===== config.mk =====
export PLATFORM = sky130hd
export DESIGN_NAME = relay_switch_safety_guard_flat
export DESIGN_NICKNAME = d
export VERILOG_FILES = /design/src/rssg_pkg.sv /design/src/rssg_if.sv /design/src/rssg_alu.sv /design/src/rssg_regs.sv /design/src/rssg_ctrl.sv /design/src/relay_switch_safety_guard.sv /design/src/flat_wrapper.sv
export SDC_FILE = /design/constraint.sdc
export NUM_CORES = 1
export LEC_CHECK = 0
export BUFFER_PORTS_ARGS = -buffer_cell sky130_fd_sc_hd__buf_2
export CAP_MARGIN = 0
export CORE_UTILIZATION = 50
export DETAILED_ROUTE_END_ITERATION = 10
export PLACE_DENSITY_LB_ADDON = 0.15
export SLEW_MARGIN = 20
export SYNTH_ARGS = -nofsm -noshare
export SYNTH_HDL_FRONTEND = slang
export SYNTH_HIERARCHICAL = 1
export SYNTH_SLANG_ARGS = --single-unit

===== constraint.sdc =====
create_clock -name clk -period 6.4 [get_ports clk]
set_clock_uncertainty 0.2 [all_clocks]
set_input_delay 0.32 -clock clk [delete_from_list [all_inputs] [get_ports clk]]
set_output_delay 0.32 -clock clk [all_outputs]
set_load 0.02 [all_outputs]

===== src/rssg_pkg.sv =====
package rssg_pkg;

	localparam int NUM_RELAYS = 4;
	localparam int IDX_W      = (NUM_RELAYS > 1) ? $clog2(NUM_RELAYS) : 1;
	localparam int PADDR_W    = 5;
	localparam int MASK_W     = 4;

	typedef enum logic [2:0] {
		ST_OK          = 3'd0,
		ST_LOCK_ACTIVE = 3'd1,
		ST_LOCK_TRIG   = 3'd2,
		ST_COOLDOWN    = 3'd3,
		ST_CYCLE_LIMIT = 3'd4,
		ST_BAD_INDEX   = 3'd5
	} status_t;

	typedef enum logic [2:0] {
		REG_LOCKOUT_MS  = 3'd0,
		REG_WINDOW_MS   = 3'd1,
		REG_MAX_CYCLES  = 3'd2,
		REG_MANUAL_ALW  = 3'd3,
		REG_COOLDOWN_MS = 3'd4,
		REG_COOLDOWN_MK = 3'd5
	} reg_idx_t;

	localparam logic [31:0]       RST_LOCKOUT_MS  = 32'd5000;
	localparam logic [31:0]       RST_WINDOW_MS   = 32'd60000;
	localparam logic [7:0]        RST_MAX_CYCLES  = 8'd6;
	localparam logic [7:0]        RST_MANUAL_ALW  = 8'd2;
	localparam logic [31:0]       RST_COOLDOWN_MS = 32'd180000;
	localparam logic [MASK_W-1:0] RST_COOLDOWN_MK = '0;

	typedef struct packed {
		logic [31:0]       lockout_ms;
		logic [31:0]       window_ms;
		logic [7:0]        max_cycles;
		logic [7:0]        manual_allowance;
		logic [31:0]       cooldown_ms;
		logic [MASK_W-1:0] cooldown_mask;
	} cfg_t;

	typedef struct packed {
		logic [31:0] a;
		logic [31:0] b;
		logic [31:0] lim;
	} alu_req_t;

	typedef struct packed {
		logic [31:0] diff;
		logic        lt;
	} alu_rsp_t;

	typedef enum logic [3:0] {
		S_IDLE,
		S_DISPATCH,
		S_LOCK,
		S_WIN1,
		S_LIMIT,
		S_COOL,
		S_WIN2,
		S_MAXC,
		S_ON_WIN,
		S_ON_SET,
		S_CD1,
		S_CD2,
		S_DONE
	} state_t;

	// relays whose index is not below the mask width never take a cooldown
	function automatic logic needs_cd(input logic [MASK_W-1:0] mask, input logic [4:0] r);
		return (r < 5'(MASK_W)) && mask[r[1:0]];
	endfunction

endpackage


===== src/rssg_if.sv =====
interface rssg_cmd_if;
	logic        valid;
	logic        ready;
	logic        func;
	logic [3:0]  relay_index;
	logic        turn_on;
	logic        force_req;
	logic [31:0] now_ms;

	modport source (output valid, func, relay_index, turn_on, force_req, now_ms, input ready);
	modport sink (input valid, func, relay_index, turn_on, force_req, now_ms, output ready);
endinterface

interface rssg_res_if;
	logic        valid;
	logic        ready;
	logic        accepted;
	logic [2:0]  status;
	logic [3:0]  relays_on;
	logic [31:0] cooldown_left_ms;
	logic [7:0]  turn_on_count;

	modport source (output valid, accepted, status, relays_on, cooldown_left_ms,
		turn_on_count, input ready);
	modport sink (input valid, accepted, status, relays_on, cooldown_left_ms,
		turn_on_count, output ready);
endinterface


===== src/rssg_alu.sv =====
module rssg_alu (
	input  rssg_pkg::alu_req_t req,
	output rssg_pkg::alu_rsp_t rsp
);

	logic [31:0] diff;

	// wrapped elapsed time and its compare against a length
	assign diff     = req.a - req.b;
	assign rsp.diff = diff;
	assign rsp.lt   = diff < req.lim;

endmodule


===== src/rssg_regs.sv =====
module rssg_regs (
	input  logic                         clk,
	input  logic                         arst_n,
	input  logic                         psel,
	input  logic                         penable,
	input  logic                         pwrite,
	input  logic [rssg_pkg::PADDR_W-1:0] paddr,
	input  logic [31:0]                  pwdata,
	output logic [31:0]                  prdata,
	output logic                         pready,
	output rssg_pkg::cfg_t               cfg
);

	rssg_pkg::cfg_t   cfg_q;
	rssg_pkg::reg_idx_t idx;
	logic             wr;

	assign idx    = rssg_pkg::reg_idx_t'(paddr[4:2]);
	assign wr     = psel & penable & pwrite;
	assign pready = 1'b1;
	assign cfg    = cfg_q;

	always_ff @(posedge clk or negedge arst_n) begin
		if (!arst_n) begin
			cfg_q.lockout_ms       <= rssg_pkg::RST_LOCKOUT_MS;
			cfg_q.window_ms        <= rssg_pkg::RST_WINDOW_MS;
			cfg_q.max_cycles       <= rssg_pkg::RST_MAX_CYCLES;
			cfg_q.manual_allowance <= rssg_pkg::RST_MANUAL_ALW;
			cfg_q.cooldown_ms      <= rssg_pkg::RST_COOLDOWN_MS;
			cfg_q.cooldown_mask    <= rssg_pkg::RST_COOLDOWN_MK;
		end else if (wr) begin
			case (idx)
				rssg_pkg::REG_LOCKOUT_MS:  cfg_q.lockout_ms       <= pwdata;
				rssg_pkg::REG_WINDOW_MS:   cfg_q.window_ms        <= pwdata;
				rssg_pkg::REG_MAX_CYCLES:  cfg_q.max_cycles       <= pwdata[7:0];
				rssg_pkg::REG_MANUAL_ALW:  cfg_q.manual_allowance <= pwdata[7:0];
				rssg_pkg::REG_COOLDOWN_MS: cfg_q.cooldown_ms      <= pwdata;
				rssg_pkg::REG_COOLDOWN_MK: cfg_q.cooldown_mask    <= pwdata[rssg_pkg::MASK_W-1:0];
				default: ;
			endcase
		end
	end

	always_comb begin
		case (idx)
			rssg_pkg::REG_LOCKOUT_MS:  prdata = cfg_q.lockout_ms;
			rssg_pkg::REG_WINDOW_MS:   prdata = cfg_q.window_ms;
			rssg_pkg::REG_MAX_CYCLES:  prdata = {24'd0, cfg_q.max_cycles};
			rssg_pkg::REG_MANUAL_ALW:  prdata = {24'd0, cfg_q.manual_allowance};
			rssg_pkg::REG_COOLDOWN_MS: prdata = cfg_q.cooldown_ms;
			rssg_pkg::REG_COOLDOWN_MK: prdata = {{(32-rssg_pkg::MASK_W){1'b0}}, cfg_q.cooldown_mask};
			default:                   prdata = '0;
		endcase
	end

endmodule


===== src/rssg_ctrl.sv =====
module rssg_ctrl (
	input  logic           clk,
	input  logic           arst_n,
	input  rssg_pkg::cfg_t cfg,
	rssg_cmd_if.sink       cmd,
	rssg_res_if.source     res
);

	localparam int N  = rssg_pkg::NUM_RELAYS;
	localparam int IW = rssg_pkg::IDX_W;

	rssg_pkg::state_t state_q, state_d;

	logic        active_q [N];
	logic [7:0]  count_q  [N];
	logic [31:0] wstart_q [N];
	logic        lflag_q  [N];
	logic [31:0] lstart_q [N];
	logic        cflag_q  [N];
	logic [31:0] cstart_q [N];

	logic        func_q;
	logic [3:0]  idx_q;
	logic        on_q;
	logic        force_q;
	logic [31:0] now_q;

	rssg_pkg::status_t status_q;
	logic              acc_q;
	logic [31:0]       el_q;
	logic [31:0]       left_q;

	logic              res_valid_q;
	logic              res_acc_q;
	rssg_pkg::status_t res_status_q;
	logic [3:0]        res_on_q;
	logic [31:0]       res_left_q;
	logic [7:0]        res_count_q;

	rssg_pkg::alu_req_t alu_req;
	rssg_pkg::alu_rsp_t alu_rsp;

	logic [IW-1:0] ri;
	logic          idx_ok;
	logic          need_cd;
	logic [8:0]    lock_limit;
	logic          out_free;
	logic [3:0]    on_bits;

	rssg_alu u_alu (
		.req (alu_req),
		.rsp (alu_rsp)
	);

	assign ri         = idx_q[IW-1:0];
	assign idx_ok     = {1'b0, idx_q} < 5'(N);
	assign need_cd    = rssg_pkg::needs_cd(cfg.cooldown_mask, {1'b0, idx_q});
	assign lock_limit = {1'b0, cfg.max_cycles} + {1'b0, cfg.manual_allowance};
	assign out_free   = !res_valid_q || res.ready;

	assign cmd.ready            = (state_q == rssg_pkg::S_IDLE);
	assign res.valid            = res_valid_q;
	assign res.accepted         = res_acc_q;
	assign res.status           = res_status_q;
	assign res.relays_on        = res_on_q;
	assign res.cooldown_left_ms = res_left_q;
	assign res.turn_on_count    = res_count_q;

	always_comb begin
		on_bits = '0;
		for (int i = 0; i < 4; i++) begin
			if (i < N)
				on_bits[i] = active_q[IW'(i)];
		end
	end

	// shared subtract/compare operand select
	always_comb begin
		alu_req.a   = now_q;
		alu_req.b   = '0;
		alu_req.lim = '0;
		case (state_q)
			rssg_pkg::S_LOCK: begin
				alu_req.b   = lstart_q[ri];
				alu_req.lim = cfg.lockout_ms;
			end
			rssg_pkg::S_WIN1, rssg_pkg::S_WIN2, rssg_pkg::S_ON_WIN: begin
				alu_req.b   = wstart_q[ri];
				alu_req.lim = cfg.window_ms;
			end
			rssg_pkg::S_COOL, rssg_pkg::S_CD1: begin
				alu_req.b   = cstart_q[ri];
				alu_req.lim = cfg.cooldown_ms;
			end
			rssg_pkg::S_CD2: begin
				alu_req.a = cfg.cooldown_ms;
				alu_req.b = el_q;
			end
			default: ;
		endcase
	end

	always_comb begin
		state_d = state_q;
		case (state_q)
			rssg_pkg::S_IDLE:
				if (cmd.valid) state_d = rssg_pkg::S_DISPATCH;
			rssg_pkg::S_DISPATCH: begin
				if (func_q)
					state_d = idx_ok ? rssg_pkg::S_CD1 : rssg_pkg::S_DONE;
				else if (!idx_ok)
					state_d = rssg_pkg::S_DONE;
				else if (active_q[ri] == on_q || !on_q)
					state_d = rssg_pkg::S_CD1;
				else if (force_q)
					state_d = rssg_pkg::S_ON_WIN;
				else
					state_d = rssg_pkg::S_LOCK;
			end
			rssg_pkg::S_LOCK:
				state_d = (lflag_q[ri] && alu_rsp.lt) ? rssg_pkg::S_CD1 : rssg_pkg::S_WIN1;
			rssg_pkg::S_WIN1:
				state_d = rssg_pkg::S_LIMIT;
			rssg_pkg::S_LIMIT:
				state_d = ({1'b0, count_q[ri]} >= lock_limit) ? rssg_pkg::S_CD1 : rssg_pkg::S_COOL;
			rssg_pkg::S_COOL:
				state_d = (need_cd && cflag_q[ri] && alu_rsp.lt) ? rssg_pkg::S_CD1
					: rssg_pkg::S_WIN2;
			rssg_pkg::S_WIN2:
				state_d = rssg_pkg::S_MAXC;
			rssg_pkg::S_MAXC:
				state_d = (count_q[ri] >= cfg.max_cycles) ? rssg_pkg::S_CD1 : rssg_pkg::S_ON_WIN;
			rssg_pkg::S_ON_WIN:
				state_d = rssg_pkg::S_ON_SET;
			rssg_pkg::S_ON_SET:
				state_d = rssg_pkg::S_CD1;
			rssg_pkg::S_CD1:
				state_d = (cflag_q[ri] && alu_rsp.lt) ? rssg_pkg::S_CD2 : rssg_pkg::S_DONE;
			rssg_pkg::S_CD2:
				state_d = rssg_pkg::S_DONE;
			rssg_pkg::S_DONE:
				if (out_free) state_d = rssg_pkg::S_IDLE;
			default:
				state_d = rssg_pkg::S_IDLE;
		endcase
	end

	always_ff @(posedge clk or negedge arst_n) begin
		if (!arst_n) begin
			state_q <= rssg_pkg::S_IDLE;
		end else begin
			state_q <= state_d;
		end
	end

	always_ff @(posedge clk) begin
		if (cmd.valid && cmd.ready) begin
			func_q  <= cmd.func;
			idx_q   <= cmd.relay_index;
			on_q    <= cmd.turn_on;
			force_q <= cmd.force_req;
			now_q   <= cmd.now_ms;
		end
	end

	always_ff @(posedge clk or negedge arst_n) begin
		if (!arst_n) begin
			for (int i = 0; i < N; i++) begin
				active_q[i] <= 1'b0;
				count_q[i]  <= '0;
				wstart_q[i] <= '0;
				lflag_q[i]  <= 1'b0;
				lstart_q[i] <= '0;
				cflag_q[i]  <= 1'b0;
				cstart_q[i] <= '0;
			end
			status_q     <= rssg_pkg::ST_OK;
			acc_q        <= 1'b0;
			el_q         <= '0;
			left_q       <= '0;
			res_valid_q  <= 1'b0;
			res_acc_q    <= 1'b0;
			res_status_q <= rssg_pkg::ST_OK;
			res_on_q     <= '0;
			res_left_q   <= '0;
			res_count_q  <= '0;
		end else begin
			if (res_valid_q && res.ready && state_q != rssg_pkg::S_DONE)
				res_valid_q <= 1'b0;
			case (state_q)
				rssg_pkg::S_DISPATCH: begin
					status_q <= rssg_pkg::ST_OK;
					acc_q    <= 1'b1;
					left_q   <= '0;
					if (func_q) begin
						for (int i = 0; i < N; i++) begin
							active_q[i] <= 1'b0;
							if (rssg_pkg::needs_cd(cfg.cooldown_mask, 5'(i))) begin
								cflag_q[i]  <= 1'b1;
								cstart_q[i] <= now_q;
							end
						end
					end else if (!idx_ok) begin
						status_q <= rssg_pkg::ST_BAD_INDEX;
						acc_q    <= 1'b0;
					end else if (active_q[ri] != on_q && !on_q) begin
						active_q[ri] <= 1'b0;
						if (need_cd) begin
							cflag_q[ri]  <= 1'b1;
							cstart_q[ri] <= now_q;
						end
					end
				end
				rssg_pkg::S_LOCK: begin
					if (lflag_q[ri]) begin
						if (alu_rsp.lt) begin
							status_q <= rssg_pkg::ST_LOCK_ACTIVE;
							acc_q    <= 1'b0;
						end else begin
							count_q[ri]  <= '0;
							wstart_q[ri] <= now_q;
							lflag_q[ri]  <= 1'b0;
						end
					end
				end
				rssg_pkg::S_WIN1, rssg_pkg::S_WIN2, rssg_pkg::S_ON_WIN: begin
					if (!alu_rsp.lt) begin
						wstart_q[ri] <= now_q;
						count_q[ri]  <= '0;
					end
				end
				rssg_pkg::S_LIMIT: begin
					if ({1'b0, count_q[ri]} >= lock_limit) begin
						lflag_q[ri]  <= 1'b1;
						lstart_q[ri] <= now_q;
						status_q     <= rssg_pkg::ST_LOCK_TRIG;
						acc_q        <= 1'b0;
					end
				end
				rssg_pkg::S_COOL: begin
					if (need_cd && cflag_q[ri]) begin
						if (alu_rsp.lt) begin
							status_q <= rssg_pkg::ST_COOLDOWN;
							acc_q    <= 1'b0;
						end else begin
							cflag_q[ri] <= 1'b0;
						end
					end
				end
				rssg_pkg::S_MAXC: begin
					if (count_q[ri] >= cfg.max_cycles) begin
						status_q <= rssg_pkg::ST_CYCLE_LIMIT;
						acc_q    <= 1'b0;
					end
				end
				rssg_pkg::S_ON_SET: begin
					active_q[ri] <= 1'b1;
					if (count_q[ri] != 8'hFF)
						count_q[ri] <= count_q[ri] + 8'd1;
				end
				rssg_pkg::S_CD1: begin
					if (cflag_q[ri]) begin
						if (alu_rsp.lt)
							el_q <= alu_rsp.diff;
						else
							cflag_q[ri] <= 1'b0;
					end
				end
				rssg_pkg::S_CD2: begin
					left_q <= alu_rsp.diff;
				end
				rssg_pkg::S_DONE: begin
					if (out_free) begin
						res_valid_q  <= 1'b1;
						res_acc_q    <= acc_q;
						res_status_q <= status_q;
						res_on_q     <= on_bits;
						res_left_q   <= left_q;
						res_count_q  <= idx_ok ? count_q[ri] : 8'd0;
					end
				end
				default: ;
			endcase
		end
	end

endmodule


===== src/relay_switch_safety_guard.sv =====
// Relay command guard. Takes one command at a time on cmd and returns one
// result on res; cmd.ready is low while a command is in work. cmd.ready
// returns in the same cycle that the result becomes valid on res, and a
// single 32-bit subtract/compare unit checks lockout, window and cooldown
// timing one step per cycle, so an unforced turn-on that passes every check
// is the longest path. The result sits in an output register, so a finished
// result may wait on res.ready while the next command is accepted.
// Registers are written over the APB port at 4*index and read back there.
module relay_switch_safety_guard (
	input  logic                         clk,
	input  logic                         arst_n,
	rssg_cmd_if.sink                     cmd,
	rssg_res_if.source                   res,
	input  logic                         psel,
	input  logic                         penable,
	input  logic                         pwrite,
	input  logic [rssg_pkg::PADDR_W-1:0] paddr,
	input  logic [31:0]                  pwdata,
	output logic [31:0]                  prdata,
	output logic                         pready
);

	rssg_pkg::cfg_t cfg;

	rssg_regs u_regs (
		.clk     (clk),
		.arst_n  (arst_n),
		.psel    (psel),
		.penable (penable),
		.pwrite  (pwrite),
		.paddr   (paddr),
		.pwdata  (pwdata),
		.prdata  (prdata),
		.pready  (pready),
		.cfg     (cfg)
	);

	rssg_ctrl u_ctrl (
		.clk    (clk),
		.arst_n (arst_n),
		.cfg    (cfg),
		.cmd    (cmd),
		.res    (res)
	);

endmodule


===== src/flat_wrapper.sv =====
// flat-port wrapper written by rule: the top's interface ports become plain ports
module relay_switch_safety_guard_flat 
  (clk, arst_n, psel, penable, pwrite, paddr, pwdata, prdata, pready, cmd_valid, cmd_func, cmd_relay_index, cmd_turn_on, cmd_force_req, cmd_now_ms, cmd_ready, res_valid, res_accepted, res_status, res_relays_on, res_cooldown_left_ms, res_turn_on_count, res_ready);
  rssg_cmd_if cmd_i ();
  rssg_res_if res_i ();
  input  logic clk;
  input  logic arst_n;
  input  logic psel;
  input  logic penable;
  input  logic pwrite;
  input  logic [rssg_pkg::PADDR_W-1:0] paddr;
  input  logic [31:0] pwdata;
  output logic [31:0] prdata;
  output logic pready;
  input wire logic [$bits(cmd_i.valid)-1:0] cmd_valid;
  input wire logic [$bits(cmd_i.func)-1:0] cmd_func;
  input wire logic [$bits(cmd_i.relay_index)-1:0] cmd_relay_index;
  input wire logic [$bits(cmd_i.turn_on)-1:0] cmd_turn_on;
  input wire logic [$bits(cmd_i.force_req)-1:0] cmd_force_req;
  input wire logic [$bits(cmd_i.now_ms)-1:0] cmd_now_ms;
  output wire logic [$bits(cmd_i.ready)-1:0] cmd_ready;
  output wire logic [$bits(res_i.valid)-1:0] res_valid;
  output wire logic [$bits(res_i.accepted)-1:0] res_accepted;
  output wire logic [$bits(res_i.status)-1:0] res_status;
  output wire logic [$bits(res_i.relays_on)-1:0] res_relays_on;
  output wire logic [$bits(res_i.cooldown_left_ms)-1:0] res_cooldown_left_ms;
  output wire logic [$bits(res_i.turn_on_count)-1:0] res_turn_on_count;
  input wire logic [$bits(res_i.ready)-1:0] res_ready;
  assign cmd_i.valid = cmd_valid;
  assign cmd_i.func = cmd_func;
  assign cmd_i.relay_index = cmd_relay_index;
  assign cmd_i.turn_on = cmd_turn_on;
  assign cmd_i.force_req = cmd_force_req;
  assign cmd_i.now_ms = cmd_now_ms;
  assign cmd_ready = cmd_i.ready;
  assign res_valid = res_i.valid;
  assign res_accepted = res_i.accepted;
  assign res_status = res_i.status;
  assign res_relays_on = res_i.relays_on;
  assign res_cooldown_left_ms = res_i.cooldown_left_ms;
  assign res_turn_on_count = res_i.turn_on_count;
  assign res_i.ready = res_ready;
  relay_switch_safety_guard u_core (.clk(clk), .arst_n(arst_n), .cmd(cmd_i), .res(res_i), .psel(psel), .penable(penable), .pwrite(pwrite), .paddr(paddr), .pwdata(pwdata), .prdata(prdata), .pready(pready));
endmodule

==> metrics.log <==
INFO  metric status = finished with violations
INFO  metric failed_checks = setup timing
INFO  metric cts_inserted_buffers = 76
INFO  metric num_clock_sinks = about 700
INFO  metric io_pins = around 170
INFO  metric ys_top_cells_by_area = dfrtp_1, mux2_2, mux4_2, edfxtp_1, ha_1
INFO  metric post_synthesis_sequential_element_count = 702
INFO  metric first_pass_iters = 7
INFO  metric overflow = 0
INFO  metric cpMostUsedCell = a21o_1
INFO  metric drt-total-wl = roughly 96000 um
INFO  metric grt_first_pass_wirelength = 144700 um
INFO  metric height_of_the_chip = 268.4 um
INFO  metric place_worst_setup_slack = -164.8 ps
INFO  metric finalSetupViolations = 2
INFO  metric yosysTopAreaCellShare = between 40% and 50%
INFO  metric post-layout-total-power = between 20 and 25 mW
INFO  metric asyncSetResetFlopFracSynth = a little over nine tenths
INFO  metric grt_start_max_net_pins = between 150 and 200
INFO  metric max_slew.worst_pin.slew = approximately 1100 ps
INFO  metric timing.reg2reg.setup_slack = -20 ps
INFO  metric worstPathBufferInverterCount = 8
INFO  metric dr_vias_cell = roughly 5.9
INFO  metric worstSetupPathType = reg -> reg
INFO  metric ys_warn_count = 6
INFO  metric detail_route.wl_per_cell = around 24 um
INFO  metric p_int = roughly 13 mW
INFO  metric detailedRoute.firstIterationViolations = around 2000
INFO  metric number_of_global_route_vias_before_repair = about 24000
INFO  metric clkPwrFrac = 22.8%
INFO  metric place.gp.congestion = ~0.89
INFO  metric fmax = between 0.15 and 0.2 GHz
INFO  metric tritoncts = yes
INFO  metric cellLeakagePower = 19.91 nW
INFO  metric synthesis.instances = about 2600
INFO  metric clkLatencyLatePin = about 650 ps
INFO  metric critical_path.slowest_cell = mux4_2
INFO  metric grt.total_usage = 26.32%
INFO  metric placed_cell_area = 38490 um^2
INFO  metric final_design_utilization = between 60% and 70%
INFO  metric row_count = between 90 and 100
INFO  metric hold-worst-slack = 50.61 ps
INFO  metric start_util = between 50% and 60%
INFO  metric worstSetupEndpointType = register
INFO  metric p_seq_share = between 30% and 40%
INFO  metric fin_cells = 4014
INFO  metric post-route-worst-setup-slack = -15.84 ps
INFO  metric synth.cell_area = 35470 um^2
INFO  metric switching_share = 35.00%
INFO  metric route.vias.total = roughly 24000
INFO  metric power_frac_comb = 43.4%
INFO  metric antenna_found_initial = 2
INFO  metric max_cap_viol_count = 0
INFO  metric grt_setup_unrepaired = true
INFO  metric cts.reportedPaths.clkPinSlew = ~60 ps
INFO  metric report.final.slew_viol_count = 0
INFO  metric buffer_ports.inserted = 160
INFO  metric stdcell_area = between 40000 and 50000 um^2
INFO  metric post_synth.cell_area_avg = 13.50 um^2
INFO  metric start_kind = register
INFO  metric kind_of_cell_with_the_highest_combined_delay_on_the_critical_path = compound AO/OA/AOI/OAI gates
INFO  metric finalSetupTns = -24.08 ps
INFO  metric drc_errors = 0
INFO  metric fp.dieArea = about 70000 um^2
INFO  metric timing.final.crit_share = 100.2%
INFO  metric area_growth_from_synthesis_to_final_layout = 20.48%
INFO  metric synthDistinctLibCells = 98
INFO  metric crit_arrival = between 6000 and 7000 ps
INFO  metric final_antenna_net_count = 0
INFO  metric finalNetCount = between 3000 and 4000
INFO  metric dpl.cell_count = ~3800
INFO  metric htree_num_levels = 3
INFO  metric postSynth.topFlopCell = dfrtp_1
INFO  metric clk_path_buf_depth = 3
INFO  metric timing.hold.worst.class = in -> async
INFO  metric synth_edf_count = 39
INFO  metric hold_viol_final = 0
INFO  metric synth.yosys.seq_area_share = between 50% and 60%
INFO  metric final_period_minus_worst_setup_slack = between 6000 and 7000 ps
INFO  metric synth_top_cell_by_area = dfrtp_1
INFO  metric clock_tree.root_cell = clkbuf_16
INFO  metric worstPathMaxFanout = 8
INFO  metric core_area = about 70000 um^2
INFO  metric die_width = between 200 and 300 um
INFO  metric cellPowerDensity = approximately 480 nW/um^2
INFO  metric net-switching-power = roughly 7.2 mW
INFO  metric layout-drive-gt1-share = roughly 44%
INFO  metric detailed_place_hpwl = between 60000 and 70000 um
INFO  metric cp_slowest_stage_delay = around 510 ps
INFO  metric critical_path_required = ~6700 ps
INFO  metric slew_headroom = approximately 28%
INFO  metric vdd.ir_drop.worst = approximately 210 uV
power by group through the flow:
stage | Sequential (mW) | Clock, mW | Combinational, mW
3_3_place_gp | 6.88 | 0 | 8.14
2_1_floorplan | 6.66 | 0 | 5.38
5_1_grt | 7.15 | 4.99 | 9.65
6_report | 6.96 | 4.71 | 8.96
4_1_cts | 6.94 | 4.81 | 8.52
3_5_place_dp | 7.01 | 0 | 8.36
cell families after synthesis:
group	synth area share [%]
mux	28.29
flops	50.16
compound gates	8.279
simple gates	5.164
buf+inv	3.940
fa+ha+maj	3.182
xor+xnor	0.9630
other cells	0.02117
path summary, 6_finish.rpt:
check	startpoint	endpoint	depth (start not counted)
setup reg to reg	u_core/u_ctrl/idx_q[0]	u_core/u_ctrl/status_q[1]	29
hold reg to reg	u_core/u_ctrl/cstart_q[126]	u_core/u_ctrl/cstart_q[126]	1
min in group clk	penable	u_core/u_regs/cfg[50]	4
hold / removal	arst_n	u_core/u_ctrl/count_q[4]	2
max in group asynchronous	arst_n	u_core/u_ctrl/lstart_q[91]	4
setup / recovery	u_core/u_ctrl/idx_q[0]	u_core/u_ctrl/status_q[1]	29
sequential cells by signal, summed over array words and instances, names as in the netlist, 116 cells and up, named ones only:
name                    flops
u_core/u_ctrl/lstart_q    128
u_core/u_regs/cfg         116
u_core/u_ctrl/wstart_q    128
u_core/u_ctrl/cstart_q    128
what timing repair did:
action,4_1_cts,5_1_grt
resized for setup,6,77
gates cloned,0,8
setup endpoints to repair,65,203
hold buffers,74,0
hold endpoints to repair,222,0
pin swaps,14,62
buffers inserted,8,12
worst register-to-register path: cells and delay by family (launching register included):
kind	cells	cell delay, ps
compound gates	11	2550
fa+ha+maj	2	590
buf+inv	8	1070
flops	1	400
mux	2	850
simple gates	6	640
cell usage in the layout, fill, tap and decap left out, types with 76 or more instances in the layout:
cell type	count
mux4_2	108
ha_1	86
mux2_4	84
dfrtp_1	639
a21oi_1	76
clkbuf_16	84
mux2_2	507
nand2_1	135
inv_1	117
buf_4	199
buf_2	159
final cells by class:
class	instances	area [um^2]
Inverter	119	449.2
Clock buffer	109	2197
Clock inverter	33	528.0
Sequential cell	702	17790
Multi-Input combinational cell	1629	16660
Antenna cell	3	7.507
Tap cell	940	1176
Fill cell	5565	27410
Timing Repair Buffer	479	3921
metal layers:
layer / up-vias / wire length (um) / track usage, %
met5: - / 0 / 0
met4: 0 / 1683 / 5.759
met3: 127 / 4907 / 4.215
met2: 624 / 45330 / 41.93
met1: 12358 / 43830 / 38.00
li1: 10524 / - / -
synthesized netlist by cell type, types with 5 or more instances:
cell type    n
dfstp_2     24
o22a_1       5
buf_6        7
nand4_1     20
a22o_1      60
inv_1      118
o22ai_1      8
a21o_1      36
o211ai_1    11
buf_4       18
ha_1        87
a211oi_2     6
or2_2        6
nand2_1    138
buf_2       49
and3_1       8
a31oi_1      7
clkbuf_1    86
nand2b_1    16
xor2_1      18
edfxtp_1    39
o21a_1       8
nand3_1     19
buf_12       6
a21oi_1     82
a222oi_1    64
nor2_1      47
o21ai_1      8
nor3_1      10
o21ai_0     38
mux2_4      60
mux4_2     108
mux2_2     524
nor2b_1     13
mux2_1      33
or3_1        6
xnor2_1     21
dfrtp_1    639
mux2i_1     43
buf_1       13
or2_0       18
(Power assumes the default switching activity.)
